<file path="config.mk">
export PLATFORM = sky130hd
export DESIGN_NAME = stlu_cell
export DESIGN_NICKNAME = d
export VERILOG_FILES = /design/src/rtl/stlu_pkg.sv /design/src/rtl/stlu_cell.sv
export SDC_FILE = /design/constraint.sdc
export NUM_CORES = 1
export LEC_CHECK = 0
export BUFFER_PORTS_ARGS = -buffer_cell sky130_fd_sc_hd__buf_2
export CELL_PAD_IN_SITES_DETAIL_PLACEMENT = 1
export CELL_PAD_IN_SITES_GLOBAL_PLACEMENT = 1
export CORE_UTILIZATION = 42
export DETAILED_ROUTE_END_ITERATION = 16
export GPL_TIMING_DRIVEN = 0
export PLACE_DENSITY_LB_ADDON = 0.1
export SETUP_SLACK_MARGIN = 0.15
export SYNTH_ARGS = -nofsm -noshare
export SYNTH_HDL_FRONTEND = slang
export SYNTH_SLANG_ARGS = --single-unit
</file>
<file path="constraint.sdc">
create_clock -name clk -period 13.5 [get_ports clk]
set_input_delay 2.7 -clock clk [delete_from_list [all_inputs] [get_ports clk]]
set_output_delay 2.7 -clock clk [all_outputs]
set_load 0.005 [all_outputs]
</file>
<file path="src/rtl/stlu_pkg.sv">
// Shared types and codes of the sorted table ceiling lookup unit.
// Used by the channel interfaces, the table cell and the top level.
package stlu_pkg;

  localparam int KeyWidth    = 32;
  localparam int ValueWidth  = 32;
  localparam int StatusWidth = 3;

  typedef logic signed [KeyWidth-1:0]   key_t;
  typedef logic signed [ValueWidth-1:0] value_t;
  typedef logic [StatusWidth-1:0]       status_t;

  localparam logic OP_INSERT = 1'b0;
  localparam logic OP_QUERY  = 1'b1;

  localparam status_t ST_INSERTED  = 3'd0;
  localparam status_t ST_DUPLICATE = 3'd1;
  localparam status_t ST_FULL      = 3'd2;
  localparam status_t ST_FOUND     = 3'd3;
  localparam status_t ST_CLAMPED   = 3'd4;
  localparam status_t ST_EMPTY     = 3'd5;

  // Partial result that travels down the cell row during a scan.
  typedef struct packed {
    logic   found;
    logic   dup;
    key_t   key;
    value_t value;
  } carry_t;

  // Broadcast from the control to every cell.
  typedef struct packed {
    logic   scan;
    logic   ins;
    key_t   key;
    value_t value;
  } cell_ctrl_t;

endpackage

</file>
<file path="src/rtl/stlu_cell.sv">
// One entry of the sorted table: key/value storage, compare against the
// item key, carry stage of the scan and the insert shift. Uses stlu_pkg.
module stlu_cell import stlu_pkg::*; #(
  parameter int DEPTH = 64,
  parameter int IDX   = 0
) (
  input  logic                       clk,
  input  cell_ctrl_t                 ctrl,
  input  logic [$clog2(DEPTH+1)-1:0] count,
  input  logic                       prev_below,
  input  key_t                       prev_key,
  input  value_t                     prev_value,
  input  carry_t                     prev_carry,
  output logic                       below,
  output key_t                       key,
  output value_t                     value,
  output carry_t                     carry
);

  localparam int CW = $clog2(DEPTH+1);

  key_t   key_r;
  value_t value_r;
  carry_t carry_r;
  carry_t carry_nxt;
  logic   occupied;
  logic   sel;
  logic   last;

  assign occupied = CW'(IDX) < count;
  assign below    = occupied && (key_r < ctrl.key);
  // first entry not below the item key
  assign sel      = occupied && !below && prev_below;
  assign last     = count == CW'(IDX + 1);

  always_comb begin
    carry_nxt = prev_carry;
    if (sel) begin
      carry_nxt.found = 1'b1;
      carry_nxt.dup   = key_r == ctrl.key;
      carry_nxt.key   = key_r;
      carry_nxt.value = value_r;
    end else if (last && !prev_carry.found) begin
      // keep the last entry in case nothing is found
      carry_nxt.key   = key_r;
      carry_nxt.value = value_r;
    end
  end

  always_ff @(posedge clk) begin
    if (ctrl.scan) begin
      carry_r <= carry_nxt;
    end
    if (ctrl.ins && !below) begin
      if (prev_below) begin
        key_r   <= ctrl.key;
        value_r <= ctrl.value;
      end else begin
        key_r   <= prev_key;
        value_r <= prev_value;
      end
    end
  end

  assign key   = key_r;
  assign value = value_r;
  assign carry = carry_r;

endmodule

</file>
==> reports/metrics.cfg, run 1 <==
[final_layout]
area_delta_synth_final_pct = 27.0
instances_no_fill = 1801
layout-drive-gt1-share_pct = 32.5
final_util_pct = 55.1
num-nets-final = 1700

[critical_path]
critPathKind = in -> out
crit_required_ps = 10800
crit_arrival_ps = 6080
worstSetupEndpointType = output port
startpoint_type = primary input
worstPathMaxFanout = 10

[synthesis]
synth-async-reset-ratio_pct = 0
synth_seq_cells = 130
ys_seq_area_share_pct = 37.9
syn_nets = 1343
syn_area_mm2 = 0.0103
synth_edf_count = 130
synth_top_cell_by_area = edfxtp_1
synth_flop_cell = edfxtp_1
synthTopCellsByCount = edfxtp_1, clkbuf_1, inv_1
synth_cell_types = 40
synth_cells = 1106
synth.avg_cell_area_um2 = 9.32
yosys_warnings = 0
synthTopCellsByArea = edfxtp_1, mux2_2, a221oi_1, o221ai_1, nand4_1
synth_most_common_cell = edfxtp_1
yosysTopAreaCellShare_pct = 37.9

[clock_tree]
cts_tree = yes
clkTransAtPathRegs_ps = 60
clk_latency_ps = 440
cts_max_level = 4
cts_made_buffers = 17
clock_path_buffers = 2
cts_setup_buffers = 0
cts-root-buf = clkbuf_16
cts_hold_buf = 0
postCtsResizedCells = 0
cts_sinks = 130

[routing]
wl_per_cell_um = 24.7
route.detailed.drc = 0
firstDrtPassIters = 5
drtIter0Drc = 1139
drt_wl_total_mm = 44.4
ant_nets = 0
via_count = 11900
vias_per_cell = 6.61

[floorplanning]
design.core.area_mm2 = 0.0238
io_pins = 336
start_util_pct = 43.4
fp.dieH_um = 159
row_count = 56
die_x_um = 159
fp.dieArea_mm2 = 0.0252

[timing]
fin_ws_ps = 4720
fin_crit_sh_pct = 65.0
fin_skew_ps = 10.4
rsz0062_at_grt = false
tightest_slew_ps = 1210
final-hold-violation-count = 0
setup_tns_ps = 0
setup_violations = 0
period_needed_ps = 8780
fmax_mhz = 114
finalMaxSlewViolations = 0
relSlewSlack_pct = 18.7

[power_and_ir_drop]
leakagePower_nw = 5.03
powerDensity_mw_per_mm2 = 113
peakVddDrop_mv = 0.0479

[placed_design]
place_hpwl_mm = 31.9
dpl.cell_count = 1763
io_buffers = 335
pre_cts_slack_ps = 4840
gp_congestion = 0.904

[global_routing]
antenna_found_initial = 6
busiest_layer = met2
use_met3_pct = 8.06
grt_start_max_net_pins = 43
grt_use_met1_pct = 44.6
grt_use_met2_pct = 56.3
grt.overflow.total = 0
grt_pass1_vias = 11900
track_usage_pct = 34.8
grt_pass1_wl_mm = 66.6

[worst_hold_path]
min_path_type = reg -> reg

[flow_run]
cap_violations = 0

[outcome]
status = completed

[area by class of cell]
cell class | count | area [um^2]
fill | 2835 | 10700
buffer | 141 | 616
clock inverter | 12 | 184
multi-input combinational | 740 | 5440
tap | 319 | 399
antenna | 7 | 17.5
timing repair buffer | 338 | 1750
clock buffer | 19 | 433
sequential | 130 | 3900
inverter | 95 | 357
[registers in the layout, summed over array words and instances (netlist names)]
register and cells:
value 32, carry 66, key 32
[critical path: stages]
cell	delay, ps
buf_2	100
inv_1	40
ha_1	260
buf_2	250
nand4_1	280
nor4_1	1080
o31a_1	360
clkbuf_1	490
nor3_1	160
nor3_1	190
buf_2	150
[per-stage QoR]
stage               power, mW  hold slack (ps)  instance area (um^2)
finish                   1.48              877                 13100
global route             1.53              916                 13100
CTS                      1.47              866                 13100
detailed placement      0.965              846                 12500
global placement        0.949              853                 12400
floorplan               0.777              802                 10300
[cell families after synthesis]
kind of cell	Yosys count	synth area share [%]
AO/OA/AOI/OAI	352	25.1
adder cells (fa/ha/maj)	32	3.88
buffers and inverters	236	9.43
flip-flops	130	37.9
multiplexers	65	7.09
AND/OR/NAND/NOR	291	16.6
[layout by cell type, fill, tap and decap left out, drive strengths merged, types with 3 or more instances in the layout]
master / synthesis / final
inv: 95 / 96
nor2: 3 / 3
a211oi: 65 / 65
mux2: 64 / 64
clkbuf: 97 / 116
a21oi: 77 / 77
o221ai: 64 / 64
diode: 0 / 7
nand3: 4 / 4
ha: 32 / 32
or3: 67 / 67
a221oi: 64 / 64
nor3: 67 / 67
edfxtp: 130 / 130
bufinv: 0 / 4
nor4: 65 / 65
o21ai: 3 / 3
clkinv: 0 / 5
nand2: 8 / 8
buf: 44 / 382
nand4: 70 / 70
o22ai: 64 / 64
[power breakdown]
part | switching [mW] | internal (mW) | total [mW]
registers | 0.0312 | 0.507 | 0.538
clock network | 0.200 | 0.309 | 0.510
logic | 0.260 | 0.169 | 0.429
[per-layer routing]
layer	vias up	part of all wire, %
li1	5250	-
met1	5823	40
met2	726	48
met3	112	9.4
met4	0	3.0
met5	-	0
[path summary, 6_finish.rpt]
kind                   from         to  slack (ps)  cells past startpoint
setup reg to reg    key[31]     key[3]        8960                      9
hold / removal    value[17]  carry[17]         880                      2
hold reg to reg   value[17]  carry[17]         880                      2
setup / recovery   ctrl[63]      below        4720                     11
Note: power is estimated with default switching activity, not from simulation.
==> inputs of run 2 (changes only) <==
ABC_AREA = 1   (was default)
CORE_UTILIZATION = 31   (was 42)
clock period = 7.2 ns   (was 13.5 ns; I/O delays follow)
==> run 2 against run 1 <==
Compared with the run above: combinational power grew 15%; first-iteration DRC count shrank 82%; worst hold slack lost 260 ps; sequential share of layout area grew 8.8 points; sequential power grew 86%; area after synthesis shrank 29%; global-route usage shrank 14 points; clock power grew 82%; synthesized cell count shrank 31%; register-to-register slack lost 4900 ps.
==> reports/metrics.cfg, run 2 <==
[outcome]
status = completed

[clock_tree]
clock_path_buffers = 2
clk_latency_ps = 420
cts_max_level = 4
clkTransAtPathRegs_ps = 60
cts_made_buffers = 17
postCtsResizedCells = 0
cts_sinks = 130
cts_tree = yes
cts-root-buf = clkbuf_16
cts_setup_buffers = 0
cts_hold_buf = 0

[synthesis]
yosysTopAreaCellShare_pct = 53.0
syn_nets = 997
synth.avg_cell_area_um2 = 9.69
syn_area_mm2 = 0.00736
synthTopCellsByArea = edfxtp_1, nand2_1, mux2_2, nand4_1, ha_1
synth_seq_cells = 130
synth_top_cell_by_area = edfxtp_1
synth_flop_cell = edfxtp_1
synth-async-reset-ratio_pct = 0
yosys_warnings = 0
ys_seq_area_share_pct = 53.0
synth_edf_count = 130
synth_cells = 760
synth_most_common_cell = nand2_1
synthTopCellsByCount = nand2_1, edfxtp_1, nand4_1
synth_cell_types = 25

[placed_design]
place_hpwl_mm = 19.2
gp_congestion = 0.785
io_buffers = 334

[final_layout]
layout-drive-gt1-share_pct = 40.9
final_util_pct = 43.2
layout_common_cells = buf_2, nand2_1, edfxtp_1, nand4_1, mux2_2
largest_reg_flops = 66
num-nets-final = 1352
final_common_cell = buf_2
area_delta_synth_final_pct = 37.4

[floorplanning]
start_util_pct = 31.5
design.core.area_mm2 = 0.0234
io_pins = 336
die_x_um = 156
row_count = 56
fp.dieH_um = 156
fp.dieArea_mm2 = 0.0244

[power_and_ir_drop]
powerDensity_mw_per_mm2 = 239
finalPower_mw = 2.42
leakagePower_nw = 4.92
peakVddDrop_mv = 0.128

[critical_path]
slowest_stage = ha_1
timing.rr.end = key[5]
crit_arrival_ps = 3290
critical_path.most_common_cell = nand2_1
reg2reg_depth = 15
worstPathMaxFanout = 10
crit_chain = buf_2 -> inv_1 -> ha_1 -> nand2_1 -> inv_1 -> nand3_1 -> nor3_1 -> nand2_1 -> nand2_1 -> nand2_1 -> nand3_2 -> buf_4 -> nand2_1 -> nand2_1 -> inv_1 -> buf_2
crit_buf_inv = 6
cp_top_family = simple AND/OR/NAND/NOR gates
worstSetupEndpointType = output port
crit_required_ps = 5760
slowest_delay_ps = 290
startpoint_type = primary input
critPathKind = in -> out
r2r-start = key[11]
regToRegSetupSlack_ps = 4040

[routing]
firstDrtPassIters = 7
drt_wl_total_mm = 25.6
via_count = 6738
route.detailed.drc = 0
wl_per_cell_um = 17.6
vias_per_cell = 4.64
ant_nets = 0
drtIter0Drc = 206

[timing]
period_needed_ps = 4730
final-hold-violation-count = 0
fin_skew_ps = 13.3
relSlewSlack_pct = 53.7
fmax_mhz = 212
rsz0062_at_grt = false
fin_crit_sh_pct = 65.6
whs_ps = 622
finalMaxSlewViolations = 0
setup_violations = 0
setup_tns_ps = 0
tightest_slew_ps = 694

[global_routing]
antenna_found_initial = 4
grt.overflow.total = 0
grt_pass1_vias = 6801
grt_pass1_wl_mm = 38.1
track_usage_pct = 20.8
grt_start_max_net_pins = 63

[worst_hold_path]
holdCritStartpoint = value[3]
min_path_type = reg -> reg
min_path_cells = 2
min_to = carry[3]

[flow_run]
cap_violations = 0

[run 2: changes by cell type after synthesis, sizes merged, moves of 63 or more]
cell	previous run	this run
nand2	8	302
clkbuf	97	20
or3	67	0
a211oi	65	0
nor3	67	2
nor4	65	0
a221oi	64	0
o221ai	64	0
o22ai	64	0
a21oi	77	14
[run 2: per-layer routing]
| layer | vias to the layer above | track usage [%] | share of wire (%) | wire [um] |
|---|---|---|---|---|
| li1 | 3346 | - | - | - |
| met1 | 3156 | 25.4 | 43 | 10900 |
| met2 | 214 | 36.0 | 49 | 12600 |
| met3 | 22 | 5.31 | 6.9 | 1770 |
| met4 | 0 | 6.02 | 1.3 | 329 |
| met5 | - | 0 | 0 | 0 |
[run 2: layout make-up]
type / instances / area [um^2]
Sequential cell: 130 / 3900
Antenna cell: 4 / 10.0
Tap cell: 319 / 399
Fill cell: 2875 / 13300
Buffer: 49 / 245
Multi-Input combinational cell: 535 / 3040
Timing Repair Buffer: 336 / 1720
Inverter: 46 / 175
Clock inverter: 13 / 184
Clock buffer: 19 / 433
[run 2: logic make-up (layout without fill, tap and decap cells)]
group / count (synthesis) / count (layout) / synth area share, %
and+or+nand+nor: 389 / 389 / 22.6
DFF: 130 / 130 / 53.0
buffers and inverters: 95 / 463 / 5.68
muxes: 63 / 63 / 9.64
AOI/OAI and AO/OA: 51 / 51 / 3.62
adders and majority gates: 32 / 32 / 5.44
other: 0 / 4 / 0
[run 2: worst max path at each step]
stage	startpoint	endpoint	slack [ps]	depth (start not counted)
6_report	ctrl[43]	below	2470	16
2_1_floorplan	ctrl[63]	key[0]	2840	13
5_1_grt	ctrl[43]	below	2250	16
3_5_place_dp	ctrl[43]	below	2470	16
4_1_cts	ctrl[43]	below	2460	16
3_3_place_gp	ctrl[43]	key[8]	1410	16
[run 2: tightest hold or removal path: stages, from the launching register on]
cell	delay, ps
edfxtp_1	360
nand4_1	100
nand2_1	70
[run 2: where the power goes]
group | internal (mW) | switching [mW] | total, mW | leakage [nW]
Combinational | 0.203 | 0.289 | 0.492 | 3.37
Sequential | 0.953 | 0.0497 | 1.00 | 1.26
Clock | 0.579 | 0.347 | 0.926 | 0.285
Total | 1.74 | 0.685 | 2.42 | 4.92
[run 2: metrics by stage]
stage / cells / instance area (um^2) / worst slack, ps
2_1_floorplan: 760 / 7360 / 2840
3_3_place_gp: 1413 / 9430 / 1410
3_5_place_dp: 1415 / 9490 / 2470
4_1_cts: 1447 / 10100 / 2460
5_1_grt: 1450 / 10100 / 2250
6_report: 1451 / 10100 / 2470
==> inputs of run 3 (changes only) <==
ABC_AREA = 0   (was 1)
CORE_UTILIZATION = 35   (was 31)
clock period = 4 ns   (was 7.2 ns; I/O delays follow)
==> run 3 against run 2 <==
Compared with the run above: final cell count rose by 29%; sequential share of layout area down 9.3 points; combinational power rose to 3.0 times the previous value; critical path type is now reg -> out; highest routed layer is now met5.
==> reports/metrics.cfg, run 3 (synthesized netlist as in run 1, its figures left out) <==
[outcome]
status = completed

[routing]
ant_nets = 0
vias_per_cell = 6.29
drt_wl_total_mm = 46.7
drtIter0Drc = 1284
via_count = 11800
wl_per_cell_um = 24.8
firstDrtPassIters = 5
route.detailed.drc = 0

[timing]
fin_ws_ps = 200
fmax_mhz = 263
finalMaxSlewViolations = 0
period_needed_ps = 3800
fin_skew_ps = 16.8
setup_violations = 0
tightest_slew_ps = 1120
fin_crit_sh_pct = 95.0
relSlewSlack_pct = 25.3
final-hold-violation-count = 0
whs_ps = 623
rsz0062_at_grt = false
setup_tns_ps = 0

[final_layout]
num-nets-final = 1713
final_common_cell = buf_2
layout_common_cells = buf_2, edfxtp_1, inv_1, clkbuf_1, a21oi_1
design_area_mm2 = 0.0133
instances_no_fill = 1879
largest_reg_flops = 66
area_delta_synth_final_pct = 29.3
final_util_pct = 46.2
layout-drive-gt1-share_pct = 33.8

[critical_path]
worstSetupEndpointType = output port
startpoint_type = register
crit_required_ps = 3200
crit_arrival_ps = 3000
critPathKind = reg -> out
worstPathMaxFanout = 10

[power_and_ir_drop]
leakagePower_nw = 5.13
finalPower_mw = 4.91
powerDensity_mw_per_mm2 = 368
peakVddDrop_mv = 0.299

[floorplanning]
start_util_pct = 35.7
die_x_um = 174
design.core.area_mm2 = 0.0289
row_count = 62
fp.dieH_um = 174
fp.dieArea_mm2 = 0.0302
io_pins = 336

[global_routing]
antenna_found_initial = 9
grt_start_max_net_pins = 48
grt_pass1_wl_mm = 70.4
grt_pass1_vias = 12200
track_usage_pct = 30.1
grt.overflow.total = 0

[placed_design]
place_hpwl_mm = 32.6
pre_cts_slack_ps = -1160
gp_congestion = 0.866
io_buffers = 335
placed_cell_area_mm2 = 0.0125
dpl.cell_count = 1827

[clock_tree]
cts_tree = yes
cts_made_buffers = 17
clkTransAtPathRegs_ps = 70
cts_max_level = 4
clk_latency_ps = 450
cts_sinks = 130
clock_path_buffers = 2
cts-root-buf = clkbuf_16

[worst_hold_path]
min_path_type = in -> reg

[flow_run]
cap_violations = 0

## run 3: path summary, 6_finish.rpt
check                                    start        end  slack, ps  depth (start not counted)
worst max-delay path                    key[8]      below        200                          9
worst max register to register         key[17]   carry[7]        400                          9
worst min register to register        value[8]   carry[8]        880                          2
worst min-delay path            prev_carry[65]  carry[65]        620                          2
## run 3: per-layer routing
metal	wire length, um	GRT usage, %
met5	23	0
met4	1100	10.9
met3	3410	5.59
met2	22200	49.5
met1	19900	39.5
## run 3: final cells by class
type / count / area (um^2)
Antenna cell: 8 / 20.0
Buffer: 140 / 638
Clock buffer: 20 / 437
Clock inverter: 10 / 118
Fill cell: 3475 / 15500
Inverter: 95 / 357
Multi-Input combinational cell: 740 / 5540
Sequential cell: 130 / 3900
Tap cell: 384 / 480
Timing Repair Buffer: 352 / 1840
## run 3: power breakdown
part	internal (mW)	total (mW)	switching, mW	leakage, nW
logic	0.588	1.49	0.906	3.62
clock network	0.958	1.60	0.644	0.269
registers	1.71	1.81	0.102	1.24
total	3.26	4.91	1.65	5.13
## run 3: timing repair
action	in CTS	in global routing
setup endpoints to repair	129	1
hold buffers	0	0
resized for setup	25	7
pin swaps	4	7
setup buffers	9	6
hold endpoints to repair	0	0
## run 3: worst max-delay path, cell delays in order (launching register included)
cell      delay [ps]
edfxtp_1         490
ha_1             330
nand4_1          180
nor4_2           370
a21boi_4         250
o31a_1           250
clkbuf_8         220
nor3_4            50
nor3_2           230
buf_2            170
